==> src/robot_safety_interlock_fsm_assert.svh <==
// Assertion macros for the robot safety interlock.
// Used by the top level only; no other dependencies.
`ifndef ROBOT_SAFETY_INTERLOCK_FSM_ASSERT_SVH
`define ROBOT_SAFETY_INTERLOCK_FSM_ASSERT_SVH

// Same-cycle implication, disabled while reset is asserted.
`define RSI_ASSERT_NOW(label, clk, rst_n, ante, cons, msg) \
    label: assert property (@(posedge clk) disable iff (!(rst_n)) (ante) |-> (cons)) \
        else $error(msg);

// Next-cycle implication, disabled while reset is asserted.
`define RSI_ASSERT_NEXT(label, clk, rst_n, ante, cons, msg) \
    label: assert property (@(posedge clk) disable iff (!(rst_n)) (ante) |=> (cons)) \
        else $error(msg);

`endif

==> src/rsi_pkg.sv <==
// Shared types for the robot safety interlock: mode and cause codes,
// the sample and result layouts. No dependencies.
package rsi_pkg;

    typedef enum logic [2:0] {
        MODE_INIT  = 3'd0,
        MODE_READY = 3'd1,
        MODE_RUN   = 3'd2,
        MODE_SLOW  = 3'd3,
        MODE_CSTOP = 3'd4,
        MODE_ESTOP = 3'd5,
        MODE_FAULT = 3'd6
    } t_mode;

    typedef enum logic [3:0] {
        CAUSE_INIT      = 4'd0,
        CAUSE_MOTOR     = 4'd1,
        CAUSE_SENSOR    = 4'd2,
        CAUSE_ESTOP     = 4'd3,
        CAUSE_CLIFF     = 4'd4,
        CAUSE_COMM      = 4'd5,
        CAUSE_RELEASED  = 4'd6,
        CAUSE_RESET_OK  = 4'd7,
        CAUSE_RESET_REQ = 4'd8,
        CAUSE_STOP      = 4'd9,
        CAUSE_READY     = 4'd10,
        CAUSE_SLOW      = 4'd11,
        CAUSE_RUN       = 4'd12
    } t_cause;

    // Declared from the top bit down, so estop lands in bit 0.
    typedef struct packed {
        logic       slow_req;
        logic       drive_req;
        logic       stop_request;
        logic       restart_req;
        logic       init_done;
        logic       grip_released;
        logic       low_battery;
        logic       sensor_fault;
        logic       motor_trip;
        logic       comm_timeout;
        logic [1:0] cliff;
        logic       estop;
    } t_sample;

    // Declared from the top bit down, so mode lands in bits 2:0.
    typedef struct packed {
        logic       drive_allowed;
        logic       restart_pending;
        logic [7:0] hazard_flags;
        t_cause     cause;
        t_mode      mode;
    } t_result;

    localparam int unsigned SampleBits = $bits(t_sample);
    localparam int unsigned ResultBits = $bits(t_result);
    localparam int unsigned InDataBits  = ((SampleBits + 7) / 8) * 8;
    localparam int unsigned OutDataBits = ((ResultBits + 7) / 8) * 8;

endpackage

==> src/robot_safety_interlock_fsm.sv <==
// Top level of the robot safety interlock: input register, decision logic,
// result register and mode state. Uses rsi_pkg, rsi_core and the assert header.
//
//   channel   | dir | payload
//   ----------+-----+--------------------------------------------------
//   i_s_*     | in  | one safety sample per transfer (16-bit tdata)
//   o_m_*     | out | one result per sample (24-bit tdata)
//
// Each sample is registered in the input register and its result then in the
// result register, which drives the output; one sample is taken per cycle
// while the output is not stalled. The mode and latch registers feed rsi_core
// and are updated as each sample moves into the result register.
// Reset (synchronous, active low) empties both stages and sets mode init,
// latch clear. A stalled output holds its result while one more sample waits
// in the input register; the input then stalls.
`include "robot_safety_interlock_fsm_assert.svh"

module robot_safety_interlock_fsm (
    input  logic                             i_clk,
    input  logic                             i_rst_n,
    input  logic                             i_s_tvalid,
    output logic                             o_s_tready,
    // bit 0 estop, 2:1 cliff, 3 comm_timeout, 4 motor_trip, 5 sensor_fault,
    // 6 low_battery, 7 grip_released, 8 init_done, 9 restart_req,
    // 10 stop_request, 11 drive_req, 12 slow_req, 15:13 zero
    input  logic [rsi_pkg::InDataBits-1:0]   i_s_tdata,
    output logic                             o_m_tvalid,
    input  logic                             i_m_tready,
    // bits 2:0 mode, 6:3 cause, 14:7 hazard_flags, 15 restart_pending,
    // 16 drive_allowed, 23:17 zero
    output logic [rsi_pkg::OutDataBits-1:0]  o_m_tdata
);

    logic             r_in_valid;
    rsi_pkg::t_sample r_in_data;
    logic             r_out_valid;
    rsi_pkg::t_result r_out_data;
    rsi_pkg::t_mode   r_mode;
    logic             r_latch;

    rsi_pkg::t_mode   n_mode;
    logic             n_latch;
    rsi_pkg::t_result n_result;

    logic out_load;
    logic advance;

    logic stop_mode;
    logic drive_match;
    logic state_match;

    // Move a sample forward whenever the result register is free or drains
    assign out_load   = !r_out_valid || i_m_tready;
    assign advance    = r_in_valid && out_load;
    assign o_s_tready = !r_in_valid || out_load;

    rsi_core u_core (
        .i_sample (r_in_data),
        .i_mode   (r_mode),
        .i_latch  (r_latch),
        .o_mode   (n_mode),
        .o_latch  (n_latch),
        .o_result (n_result)
    );

    // Advance valid bits and the mode state
    always_ff @(posedge i_clk) begin
        if (!i_rst_n) begin
            r_in_valid  <= 1'b0;
            r_out_valid <= 1'b0;
            r_mode      <= rsi_pkg::MODE_INIT;
            r_latch     <= 1'b0;
        end else begin
            if (o_s_tready) begin
                r_in_valid <= i_s_tvalid;
            end
            if (out_load) begin
                r_out_valid <= r_in_valid;
            end
            if (advance) begin
                r_mode  <= n_mode;
                r_latch <= n_latch;
            end
        end
    end

    // Capture payloads on transfer and on advance
    always_ff @(posedge i_clk) begin
        if (i_s_tvalid && o_s_tready) begin
            r_in_data <= rsi_pkg::t_sample'(i_s_tdata[rsi_pkg::SampleBits-1:0]);
        end
        if (advance) begin
            r_out_data <= n_result;
        end
    end

    assign o_m_tvalid = r_out_valid;
    assign o_m_tdata  = {{(rsi_pkg::OutDataBits - rsi_pkg::ResultBits){1'b0}}, r_out_data};

    // Conditions watched by the checks below
    assign stop_mode   = (r_mode == rsi_pkg::MODE_CSTOP) || (r_mode == rsi_pkg::MODE_ESTOP) ||
                         (r_mode == rsi_pkg::MODE_FAULT);
    assign drive_match = r_out_data.drive_allowed ==
                         ((r_out_data.mode == rsi_pkg::MODE_RUN) ||
                          (r_out_data.mode == rsi_pkg::MODE_SLOW));
    assign state_match = (r_mode == r_out_data.mode) &&
                         (r_latch == r_out_data.restart_pending);

    // A set latch only ever follows a trip into a stopping mode
    `RSI_ASSERT_NOW(a_latch_mode, i_clk, i_rst_n, r_latch, stop_mode, "latch outside stop mode")

    // Drive permission must agree with the reported mode
    `RSI_ASSERT_NOW(a_drive_mode, i_clk, i_rst_n, r_out_valid, drive_match, "drive_allowed off")

    // The state registers follow the result that was just loaded
    `RSI_ASSERT_NEXT(a_state_tracks, i_clk, i_rst_n, advance, state_match, "state diverged")

endmodule

==> src/rsi_core.sv <==
// Decision logic of the safety interlock: one sample plus the current
// mode and restart latch give the next mode, latch and result. Uses rsi_pkg.
module rsi_core (
    input  rsi_pkg::t_sample i_sample,
    input  rsi_pkg::t_mode   i_mode,
    input  logic             i_latch,
    output rsi_pkg::t_mode   o_mode,
    output logic             o_latch,
    output rsi_pkg::t_result o_result
);

    rsi_pkg::t_mode  n_mode;
    rsi_pkg::t_cause n_cause;
    logic            n_latch;

    // Walk the priority chain: hazards first, then init, latch and requests
    always_comb begin
        n_mode  = i_mode;
        n_latch = i_latch;
        n_cause = rsi_pkg::CAUSE_INIT;
        if (i_sample.motor_trip) begin
            n_mode  = rsi_pkg::MODE_FAULT;
            n_cause = rsi_pkg::CAUSE_MOTOR;
            n_latch = 1'b1;
        end else if (i_sample.sensor_fault) begin
            n_mode  = rsi_pkg::MODE_FAULT;
            n_cause = rsi_pkg::CAUSE_SENSOR;
            n_latch = 1'b1;
        end else if (i_sample.estop) begin
            n_mode  = rsi_pkg::MODE_ESTOP;
            n_cause = rsi_pkg::CAUSE_ESTOP;
            n_latch = 1'b1;
        end else if (i_sample.cliff != 2'b00) begin
            n_mode  = rsi_pkg::MODE_ESTOP;
            n_cause = rsi_pkg::CAUSE_CLIFF;
            n_latch = 1'b1;
        end else if (i_sample.comm_timeout) begin
            n_mode  = rsi_pkg::MODE_ESTOP;
            n_cause = rsi_pkg::CAUSE_COMM;
            n_latch = 1'b1;
        end else if (i_sample.grip_released) begin
            n_mode  = rsi_pkg::MODE_ESTOP;
            n_cause = rsi_pkg::CAUSE_RELEASED;
            n_latch = 1'b1;
        end else if (!i_sample.init_done) begin
            n_mode  = rsi_pkg::MODE_INIT;
            n_cause = rsi_pkg::CAUSE_INIT;
            n_latch = 1'b0;
        end else if (i_latch) begin
            // Hold the mode until a restart is requested
            if (i_sample.restart_req) begin
                n_mode  = rsi_pkg::MODE_READY;
                n_cause = rsi_pkg::CAUSE_RESET_OK;
                n_latch = 1'b0;
            end else begin
                n_cause = rsi_pkg::CAUSE_RESET_REQ;
            end
        end else if (i_sample.stop_request) begin
            n_mode  = rsi_pkg::MODE_CSTOP;
            n_cause = rsi_pkg::CAUSE_STOP;
            n_latch = 1'b1;
        end else if (!i_sample.drive_req) begin
            n_mode  = rsi_pkg::MODE_READY;
            n_cause = rsi_pkg::CAUSE_READY;
        end else if (i_sample.slow_req || i_sample.low_battery) begin
            n_mode  = rsi_pkg::MODE_SLOW;
            n_cause = rsi_pkg::CAUSE_SLOW;
        end else begin
            n_mode  = rsi_pkg::MODE_RUN;
            n_cause = rsi_pkg::CAUSE_RUN;
        end
    end

    // Pack the hazard flags and build the result
    always_comb begin
        o_result.mode            = n_mode;
        o_result.cause           = n_cause;
        o_result.hazard_flags    = {i_sample.grip_released, i_sample.low_battery,
                                    i_sample.sensor_fault, i_sample.motor_trip,
                                    i_sample.comm_timeout, i_sample.cliff,
                                    i_sample.estop};
        o_result.restart_pending = n_latch;
        o_result.drive_allowed   = (n_mode == rsi_pkg::MODE_RUN) ||
                                   (n_mode == rsi_pkg::MODE_SLOW);
    end

    assign o_mode  = n_mode;
    assign o_latch = n_latch;

endmodule
==> config.mk <==
export PLATFORM = sky130hd
export DESIGN_NAME = robot_safety_interlock_fsm
export DESIGN_NICKNAME = d
export VERILOG_FILES = /design/src/rsi_pkg.sv /design/src/robot_safety_interlock_fsm.sv /design/src/rsi_core.sv
export VERILOG_INCLUDE_DIRS = /design/src /design/src/src
export SDC_FILE = /design/constraint.sdc
export NUM_CORES = 1
export LEC_CHECK = 0
export BUFFER_PORTS_ARGS = -buffer_cell sky130_fd_sc_hd__buf_4
export CORE_UTILIZATION = 53
export CTS_CLUSTER_DIAMETER = 40
export DETAILED_ROUTE_END_ITERATION = 7
export GPL_ROUTABILITY_DRIVEN = 0
export GPL_TIMING_DRIVEN = 0
export PLACE_DENSITY = 0.92
export SETUP_SLACK_MARGIN = 0.4
export SLEW_MARGIN = 10
export SYNTH_ARGS = -nofsm -noshare
export SYNTH_HDL_FRONTEND = slang
export SYNTH_SLANG_ARGS = --single-unit
==> constraint.sdc <==
create_clock -name i_clk -period 3.52 [get_ports i_clk]
set_clock_uncertainty 0.15 [all_clocks]
set_input_delay 0.704 -clock i_clk [delete_from_list [all_inputs] [get_ports i_clk]]
set_output_delay 0.704 -clock i_clk [all_outputs]
set_load 0.005 [all_outputs]
==> summary.txt, run 1 <==
Setup path
  • WP data arrival: around 1.2 ns
  • Slowest cell on the critical path: nor2b_2
  • Crit-path cells: buf_4, nor2b_2, nand2_1, buf_4
  • CP Capture Type: primary output
  • Max incr delay on CP: ~0.15 ns
  • Most frequent CP cell: buf_4
  • CP max FO: 4
  • Internal reg-to-reg setup slack: 1.67 ns
  • Delay-heaviest family, CP: buffers and inverters
  • Worst endpoint required time: 2.67 ns
  • Crit path kind: primary input to primary output
  • Worst path bufs/invs: 2
  • Startpoint class of the critical path: primary input

Clock tree
  • Clock transition at the registers of the reported paths: 0.10 ns
  • Setup Buffers After CTS: 0
  • CTS Hold Bufs: 0
  • Buffer depth of the longest clock path: 2
  • Num CTS Buffers: 5
  • Post-cts resize count: 0
  • Worst-Skew Late Latency: 0.33 ns
  • Clk sinks: 36
  • Clk root buf: clkbuf_4
  • CTS tree: done
  • Htree depth: 2

Flow run
  • Max Cap Viol: 0

Route
  • Vias per std cell: roughly 5.2
  • DRT antenna net count: 0
  • Vias: 950
  • DRC: 0
  • Final wirelength: 2360 um
  • DR pass1 iterations: 4
  • Post-DR wirelength/cell: 13.0 um
  • Iter 0 DRT Violations: 47

Final layout
  • Final nets: 170
  • Area growth syn-to-layout: 26.0%
  • Share of cells above drive strength 1: between 30% and 40%
  • Diode count: 0

Die
  • DIE HEIGHT: 54.1 um
  • Core Rows: 18
  • Initial core utilization: between 50% and 60%
  • # IOs: 46
  • Core area: 2520 um2
  • Die ar.: between 2000 and 3000 um2
  • Die W: 54.1 um

Yosys
  • Avg Inst Size Synth: 14.1 um2
  • Mapped cell area: 1440 um2
  • Number of flops mapped to enable cells by yosys: 30
  • Netlist cell types: 34
  • Most used flip-flop cell after synthesis: edfxtp_1
  • Ys Warns: 0
  • Post-synth top area cell: edfxtp_1
  • Top cells by count, synth: edfxtp_1 (30), nor2_1 (9), buf_4 (7), dfxtp_1 (6), o21ai_0 (6)
  • Post-synthesis async set-or-reset flop share: 0%
  • Sequential cell area fraction in the yosys report: 71.1%
  • Synth top area cells: edfxtp_1 (63%), dfxtp_1 (8.4%), buf_4 (3.7%)
  • Share of the synthesized area in the top cell type: between 60 and 70%
  • Yosys reg bits: 36
  • Mapped Cells: 102
  • Most frequent cell after synthesis: edfxtp_1

Power
  • Clock Power Share: 25.9%
  • Reg power frac: 65.0%
  • Int Pwr: 0.000598 W
  • Power Dens Cells: 425 nW/um2
  • Peak supply drop: 341 uV
  • Combinational power share: 9.1%
  • NetSw: 0.000172 W
  • LEAKAGE: ~0.71 nW
  • Switching part of the total: 22.4%

Placed design
  • DP Worst Slack: 1.26 ns
  • # port buffers: 35
  • HPWL Detailed: 1780 um

STA
  • Slew Limit Fails: 0
  • Final setup fails: 0
  • Fmax: 489 MHz
  • Minimum clock period: between 2 and 2.5 ns
  • Setup tns final: 0 ns
  • Worst Max-Slew Pin Slew: 0.698 ns
  • Tcrit/Tclk final: 58.0%
  • RSZ-0062 raised after global routing: false
  • Final Hold Viols: 0
  • Max-Slew Margin vs Limit: 53.4%
  • Worst setup margin: 1.48 ns

GRT
  • Pin count of the biggest net entering global routing: 22
  • Number of global-route vias before repair: roughly 900
  • GR Overflow Total: 0
  • Initial antenna violation count: 0
  • Global-route wire length before repair: roughly 3700 um
  • GR Util All Layers: 18.7%

Run status
  • Status: complete, no violations

Hold path
  • Hold Path Class: flop to flop
[layer usage]
| metal | vias up | track usage, % | wire length (um) |
|---|---|---|---|
| li1 | 461 | - | - |
| met1 | 429 | 20.8 | 958 |
| met2 | 50 | 30.5 | 1160 |
| met3 | 10 | 7.91 | 177 |
| met4 | 0 | 9.40 | 58 |
| met5 | - | 0 | 0 |
[worst register-to-register path: cells and delay by family (launching register included)]
| family | cells | cell delay [ns] |
|---|---|---|
| DFF | 1 | 0.32 |
| and+or+nand+nor | 2 | 0.37 |
| AOI/OAI and AO/OA | 2 | 0.41 |
| buffers and inverters | 1 | 0.55 |
[power groups by stage]
| stage | combinational, W | sequential, W | clock, W |
|---|---|---|---|
| detailed placement | 0.0000700 | 0.000510 | 0 |
| finish | 0.0000704 | 0.000501 | 0.000199 |
| global route | 0.0000784 | 0.000503 | 0.000216 |
| floorplan | 0.0000356 | 0.000507 | 0 |
| global placement | 0.0000668 | 0.000509 | 0 |
| CTS | 0.0000702 | 0.000500 | 0.000203 |
[state kept, by name (all words and copies together) (netlist names)]
register,cells
o_m_tdata,17
o_m_tvalid,1
r_in_data,13
r_in_valid,1
r_latch,1
r_mode,3
[placed cells by master, fill, tap and decap left out, types with 2 or more instances in the layout]
cell and n:
nand3_1 2, edfxtp_1 30, nand4_1 2, nand3b_1 2
nand2b_1 2, o21ai_0 6, a21oi_1 3, nor3b_1 2
clkbuf_4 5, o21a_1 2, and2_1 2, nor2_1 9
nand2_1 2, clkinv_2 2, conb_1 7, nor3_1 3
buf_4 42, o21bai_1 2, dfxtp_1 6, inv_1 3
[stage by stage]
stage	cells	total power, W	hold slack [ns]	instance area (um2)	utilization [%]
floorplan	108	0.000543	0.294	1460	-
global placement	173	0.000575	0.312	1760	69.7
detailed placement	173	0.000580	0.314	1760	69.7
CTS	181	0.000773	0.341	1810	71.8
global route	181	0.000797	0.352	1810	71.8
finish	181	0.000770	0.347	1810	71.8
[worst paths after layout]
kind	endpoint	cells after the start	start
worst min register to register	o_m_tdata[13]	0	r_in_data[6]
worst min-delay path	o_m_tdata[13]	0	r_in_data[6]
worst max-delay path	o_s_tready	4	i_m_tready
worst max register to register	r_mode[1]	5	o_m_tvalid
[cell type report]
cell class / instances / area (um2)
clock inverters: 3 / 13.8
multi-input cells: 61 / 369
flip-flops and latches: 36 / 1020
fillers: 168 / 712
plain buffers: 8 / 57.6
inverters: 3 / 11.3
repair buffers: 35 / 263
clock buffers: 5 / 37.5
well taps: 30 / 37.5
[kinds of logic after synthesis]
family | after synthesis | synth area share (%)
AOI/OAI and AO/OA | 22 | 10.2
and+or+nand+nor | 32 | 13.7
DFF | 36 | 71.1
buffers and inverters | 11 | 4.79
other | 1 | 0.261
Power figures use the tool's default switching activity.
==> run 2: changes to the inputs <==
--- a/config.mk
+++ b/config.mk
@@ -7,12 +7,12 @@
 export NUM_CORES = 1
 export LEC_CHECK = 0
 export BUFFER_PORTS_ARGS = -buffer_cell sky130_fd_sc_hd__buf_4
-export CORE_UTILIZATION = 53
+export CORE_UTILIZATION = 49
 export CTS_CLUSTER_DIAMETER = 40
 export DETAILED_ROUTE_END_ITERATION = 7
 export GPL_ROUTABILITY_DRIVEN = 0
 export GPL_TIMING_DRIVEN = 0
-export PLACE_DENSITY = 0.92
+export PLACE_DENSITY = 0.86
 export SETUP_SLACK_MARGIN = 0.4
 export SLEW_MARGIN = 10
 export SYNTH_ARGS = -nofsm -noshare
==> constraint.sdc (replaced) <==
create_clock -name i_clk -period 1.9 [get_ports i_clk]
set_clock_uncertainty 0.15 [all_clocks]
set_input_delay 0.38 -clock i_clk [delete_from_list [all_inputs] [get_ports i_clk]]
set_output_delay 0.38 -clock i_clk [all_outputs]
set_load 0.005 [all_outputs]
==> summary.txt, run 2 (synthesis gave the netlist of run 1 again) <==
Clock tree
  • Clock transition at the registers of the reported paths: 0.10 ns (about the same)
  • Htree depth: 2 (unchanged)
  • Worst-Skew Late Latency: 0.32 ns (was 0.33 ns)
  • CTS Hold Bufs: 0 (unchanged)
  • Clk root buf: clkbuf_4 (unchanged)
  • CTS tree: done (unchanged)
  • Buffer depth of the longest clock path: 2 (unchanged)
  • Num CTS Buffers: 5 (unchanged)
  • Clk sinks: 36 (unchanged)

Setup path
  • Max incr delay on CP: 0.44 ns (was 0.15 ns)
  • CP max FO: 2 (was 4)
  • CP endpoint: o_m_tdata[0] (was o_s_tready)
  • WP data arrival: 1.56 ns (was 1.19 ns)
  • Internal reg-to-reg setup slack: 0.27 ns (was 1.67 ns)
  • CP Depth: 5 (was 4)
  • Crit path from: r_in_data[1] (was i_m_tready)
  • Worst flop-to-flop path startpoint: r_in_data[1] (was o_m_tvalid)
  • Worst path bufs/invs: 1 (was 2)
  • CP Capture Type: flop (was primary output)
  • Slowest cell on the critical path: edfxtp_1 (was nor2b_2)
  • Delay-heaviest family, CP: simple AND/OR/NAND/NOR gates (was buffers and inverters)
  • FF-to-FF path depth: 5 (unchanged)
  • Crit-path cells: nor4_4, buf_4, nand2b_4, a21oi_4, nor3_2 (was buf_4, nor2b_2, nand2_1, buf_4)
  • Worst endpoint required time: 1.83 ns (was 2.67 ns)
  • Startpoint class of the critical path: flop (was primary input)
  • Crit path kind: flop to flop (was primary input to primary output)
  • Worst reg2reg endpoint: o_m_tdata[0] (was r_mode[1])

GRT
  • Pin count of the biggest net entering global routing: 14 (was 22)
  • GR Util All Layers: 17.4% (was 18.7%)
  • GR Overflow Total: 0 (unchanged)
  • Global-route wire length before repair: 4020 um (was 3650 um)
  • Initial antenna violation count: 0 (unchanged)
  • Number of global-route vias before repair: 926 (was 878)

Power
  • LEAKAGE: 0.780 nW (was 0.707 nW)
  • Power Dens Cells: 756 nW/um2 (was 425 nW/um2)
  • Peak supply drop: 666 uV (was 341 uV)

STA
  • Slew Limit Fails: 0 (unchanged)
  • Final setup fails: 0 (unchanged)
  • Setup tns final: 0 ns (unchanged)
  • Fmax: 612 MHz
  • Final Hold Viols: 0 (unchanged)
  • Tcrit/Tclk final: 86.0%
  • Minimum clock period: between 1.5 and 2 ns
  • RSZ-0062 raised after global routing: true (was false)
  • Worst setup margin: 0.267 ns (was 1.48 ns)

Route
  • DRC: 0 (unchanged)
  • Iter 0 DRT Violations: 29 (was 47)
  • DRT antenna net count: 0 (unchanged)
  • Final wirelength: 2830 um (was 2360 um)
  • Vias: 1,008 (was 950)
  • DR pass1 iterations: 4 (unchanged)
  • Vias per std cell: 5.17 (was 5.25)
  • Post-DR wirelength/cell: 14.5 um (was 13.0 um)

Die
  • Die W: 56.1 um (was 54.1 um)
  • # IOs: 46 (unchanged)
  • Die ar.: 3150 um2 (was 2920 um2)
  • Core area: 2760 um2 (was 2520 um2)
  • Initial core utilization: 52.1% (was 56.9%)
  • DIE HEIGHT: 56.1 um (was 54.1 um)
  • Core Rows: 19 (was 18)

Final layout
  • Diode count: 0 (unchanged)
  • Area growth syn-to-layout: 38.3% (was 26.0%)
  • Share of cells above drive strength 1: 48.2% (was 37.1%)
  • Final nets: 183 (was 170)
  • Max reg flops: 17 (unchanged)
  • Core Util, Final: 72.1% (was 71.8%)
  • Most frequent cells in the layout: buf_4 (54), edfxtp_1 (30), nor2_1 (8) (was buf_4 (42), edfxtp_1 (30), nor2_1 (9))
  • Final instance area: 1990 um2 (was 1810 um2)
  • Commonest non-fill, non-tap cell in the layout: buf_4 (unchanged)

Flow run
  • Max Cap Viol: 0 (unchanged)

Placed design
  • HPWL Detailed: 1790 um (was 1780 um)
  • # port buffers: 35 (unchanged)
  • DP Worst Slack: 0.0971 ns (was 1.26 ns)
  • Dpl cell area: 1780 um2 (was 1760 um2)

Hold path
  • Hold Path Class: primary input to flop (was flop to flop)

Run status
  • Status: complete, no violations (unchanged)
==> run 2: cell types whose count changed in the layout (fill, tap and decap cells not counted), sizes merged <==
| cell | before | now |
|---|---|---|
| inv | 3 | 2 |
| clkinv | 3 | 1 |
| clkbuf | 5 | 7 |
| buf | 43 | 55 |
| clkinvlp | 0 | 2 |
==> run 2: report_power, final <==
part | internal (W) | switching (W) | total [W]
combinational | 0.0000940 | 0.0000735 | 0.000167
clock | 0.000177 | 0.000229 | 0.000406
sequential | 0.000900 | 0.0000295 | 0.000929
==> run 2: timing repair <==
action	CTS	global route
cloned	1	0
buffers inserted	6	6
gates resized for setup	7	8
pin swaps	2	1
endpoints found under the setup margin	41	13
==> run 2: per-layer routing <==
metal / track usage, % / vias to the layer above / routed length (um)
met5: 0 / - / 0
met4: 9.76 / 0 / 32
met3: 5.58 / 4 / 193
met2: 30.4 / 45 / 1560
met1: 18.3 / 472 / 1040
li1: - / 487 / -
==> run 2: per-stage QoR <==
step	power, W	std cells	hold WS, ns
finish	0.00150	195	0.0744
global route	0.00156	195	0.0464
CTS	0.00148	189	0.0683
detailed placement	0.00108	174	0.323
floorplan	0.00101	108	0.294
global placement	0.00107	174	0.316
==> run 2: worst min-delay path by stage <==
| stage | startpoint | to | cells after the start |
|---|---|---|---|
| after floorplan | r_mode[0] | r_mode[0] | 2 |
| after global placement | r_mode[0] | r_mode[0] | 2 |
| after detailed placement | r_in_data[6] | o_m_tdata[13] | 0 |
| after CTS | i_s_tdata[2] | r_in_data[2] | 1 |
| after global routing | i_s_tdata[5] | r_in_data[5] | 1 |
| final | i_s_tdata[5] | r_in_data[5] | 1 |
==> run 2: area by class of cell <==
cell class	count	area, um2
clock inverter	1	3.75
timing repair buffer	47	357
timing repair inverter	1	7.51
clock buffer	7	55.1
buffer	8	60.1
inverter	3	15.0
sequential	36	1020
multi-input combinational	61	428
fill	164	771
tap	31	38.8
==> run 3: changes to the inputs <==
--- a/config.mk
+++ b/config.mk
@@ -8,7 +8,9 @@
 export LEC_CHECK = 0
 export BUFFER_PORTS_ARGS = -buffer_cell sky130_fd_sc_hd__buf_4
 export CORE_UTILIZATION = 49
+export CTS_BUF_LIST = sky130_fd_sc_hd__clkbuf_16
 export CTS_CLUSTER_DIAMETER = 40
+export CTS_CLUSTER_SIZE = 40
 export DETAILED_ROUTE_END_ITERATION = 7
 export GPL_ROUTABILITY_DRIVEN = 0
 export GPL_TIMING_DRIVEN = 0
==> summary.txt, run 3 (synthesis gave the netlist of run 1 again) <==
Final layout
  • Max reg flops: 17 (unchanged)
  • Share of cells above drive strength 1: 45.6% (was 48.2%)
  • Commonest non-fill, non-tap cell in the layout: buf_4 (unchanged)
  • Final nets: 179 (was 183)
  • Area growth syn-to-layout: 42.0% (was 38.3%)
  • Diode count: 0 (unchanged)
  • Final instance area: 2040 um2 (was 1990 um2)
  • Most frequent cells in the layout: buf_4 (49), edfxtp_1 (30), nor2_1 (8) (was buf_4 (54), edfxtp_1 (30), nor2_1 (8))
  • Layout Cells excl Fill: 191 (was 195)

Placed design
  • DP Worst Slack: 0.0971 ns (unchanged)
  • HPWL Detailed: 1790 um (unchanged)
  • # port buffers: 35 (unchanged)
  • Placed cell count: 174 (unchanged)
  • Dpl cell area: 1780 um2 (unchanged)

Route
  • Post-DR wirelength/cell: 15.5 um (was 14.5 um)
  • Vias per std cell: 5.53 (was 5.17)
  • DRT antenna net count: 0 (unchanged)
  • DR pass1 iterations: 5 (was 4)
  • Vias: 1,057 (was 1,008)
  • Iter 0 DRT Violations: 50 (was 29)
  • DRC: 0 (unchanged)
  • Final wirelength: 2960 um (was 2830 um)

STA
  • RSZ-0062 raised after global routing: true (unchanged)
  • Final Hold Viols: 0 (unchanged)
  • Worst setup margin: 0.276 ns (was 0.267 ns)
  • Minimum clock period: 1.62 ns (was 1.63 ns)
  • Setup tns final: 0 ns (unchanged)
  • Slew Limit Fails: 0 (unchanged)
  • Fmax: 616 MHz (was 612 MHz)
  • Final setup fails: 0 (unchanged)
  • Tcrit/Tclk final: 85.5% (was 86.0%)

Clock tree
  • CTS Hold Bufs: 0 (unchanged)
  • Buffer depth of the longest clock path: 2 (unchanged)
  • Clk root buf: clkbuf_16 (was clkbuf_4)
  • Worst-Skew Late Latency: 0.27 ns (was 0.32 ns)
  • Num CTS Buffers: 5 (unchanged)
  • Clock transition at the registers of the reported paths: 0.05 ns (was 0.10 ns)
  • Htree depth: 2 (unchanged)
  • CTS tree: done (unchanged)
  • Clk sinks: 36 (unchanged)

GRT
  • GR Overflow Total: 0 (unchanged)
  • Initial antenna violation count: 0 (unchanged)
  • Global-route wire length before repair: 4710 um (was 4020 um)
  • Number of global-route vias before repair: 970 (was 926)
  • Pin count of the biggest net entering global routing: 14 (unchanged)
  • GR Util All Layers: 20.3% (was 17.4%)

Power
  • LEAKAGE: 0.793 nW (was 0.780 nW)
  • Power Dens Cells: 902 nW/um2 (was 756 nW/um2)
  • Peak supply drop: 997 uV (was 666 uV)
  • Pwr Total: 0.00184 W (was 0.00150 W)

Die
  • Die ar.: 3150 um2 (unchanged)
  • Core area: 2760 um2 (unchanged)
  • Core Rows: 19 (unchanged)
  • DIE HEIGHT: 56.1 um (unchanged)
  • Die W: 56.1 um (unchanged)
  • # IOs: 46 (unchanged)
  • Initial core utilization: 52.1% (unchanged)

Run status
  • Status: complete, no violations (unchanged)

Setup path
  • Internal reg-to-reg setup slack: 0.28 ns (was 0.27 ns)
  • WP data arrival: 1.69 ns (was 1.56 ns)
  • Startpoint class of the critical path: flop (unchanged)
  • Worst endpoint required time: 1.97 ns (was 1.83 ns)
  • Crit path kind: flop to flop (unchanged)
  • CP max FO: 5 (was 2)
  • CP Capture Type: flop (unchanged)

Flow run
  • Max Cap Viol: 0 (unchanged)

Hold path
  • Hold Path Class: primary input to flop (unchanged)
run 3: power by group:
group | total [W] | switching [W] | internal, W | leakage, nW
Clock | 0.000742 | 0.000272 | 0.000470 | 0.0701
Combinational | 0.000164 | 0.0000749 | 0.0000890 | 0.395
Sequential | 0.000934 | 0.0000318 | 0.000902 | 0.328
Total | 0.00184 | 0.000379 | 0.00146 | 0.793
run 3: per-layer routing:
metal  GRT usage [%]  wire length, um  vias up
li1                -                -      478
met1            23.4             1110      482
met2            33.2             1470       77
met3            7.91              236       20
met4            9.76              139        0
met5               0                0        -
run 3: path summary, 6_finish.rpt:
path	endpoint	cells after the start	from
max	r_mode[1]	5	r_in_data[1]
min	r_in_data[5]	1	i_s_tdata[5]
max reg2reg	r_mode[1]	5	r_in_data[1]
min reg2reg	o_m_tdata[13]	0	r_in_data[6]
run 3: critical path, stage by stage, from the launching register on:
cell      delay (ns)
edfxtp_1        0.42
nor4_4          0.44
nand2b_2        0.12
buf_4           0.15
o21ai_2         0.13
o21ba_1         0.15
run 3: layout make-up:
class | count | area, um2
tap | 31 | 38.8
timing repair buffer | 43 | 327
multi-input combinational | 61 | 433
clock buffer | 5 | 125
buffer | 8 | 60.1
clock inverter | 3 | 11.3
timing repair inverter | 1 | 7.51
inverter | 3 | 15.0
sequential | 36 | 1020
fill | 150 | 718
run 3: what timing repair did:
action	4_1_cts	5_1_grt
hold endpoints to repair	0	0
pin swaps	5	5
buffers inserted	5	3
resized for setup	10	6
cloned	1	0
setup endpoints to repair	41	13
run 3: per-stage QoR:
stage	util, %	hold WS, ns
after floorplan	-	0.294
after global placement	64.4	0.316
after detailed placement	64.4	0.323
after CTS	72.6	0.129
after global routing	74.0	0.121
final	74.0	0.130
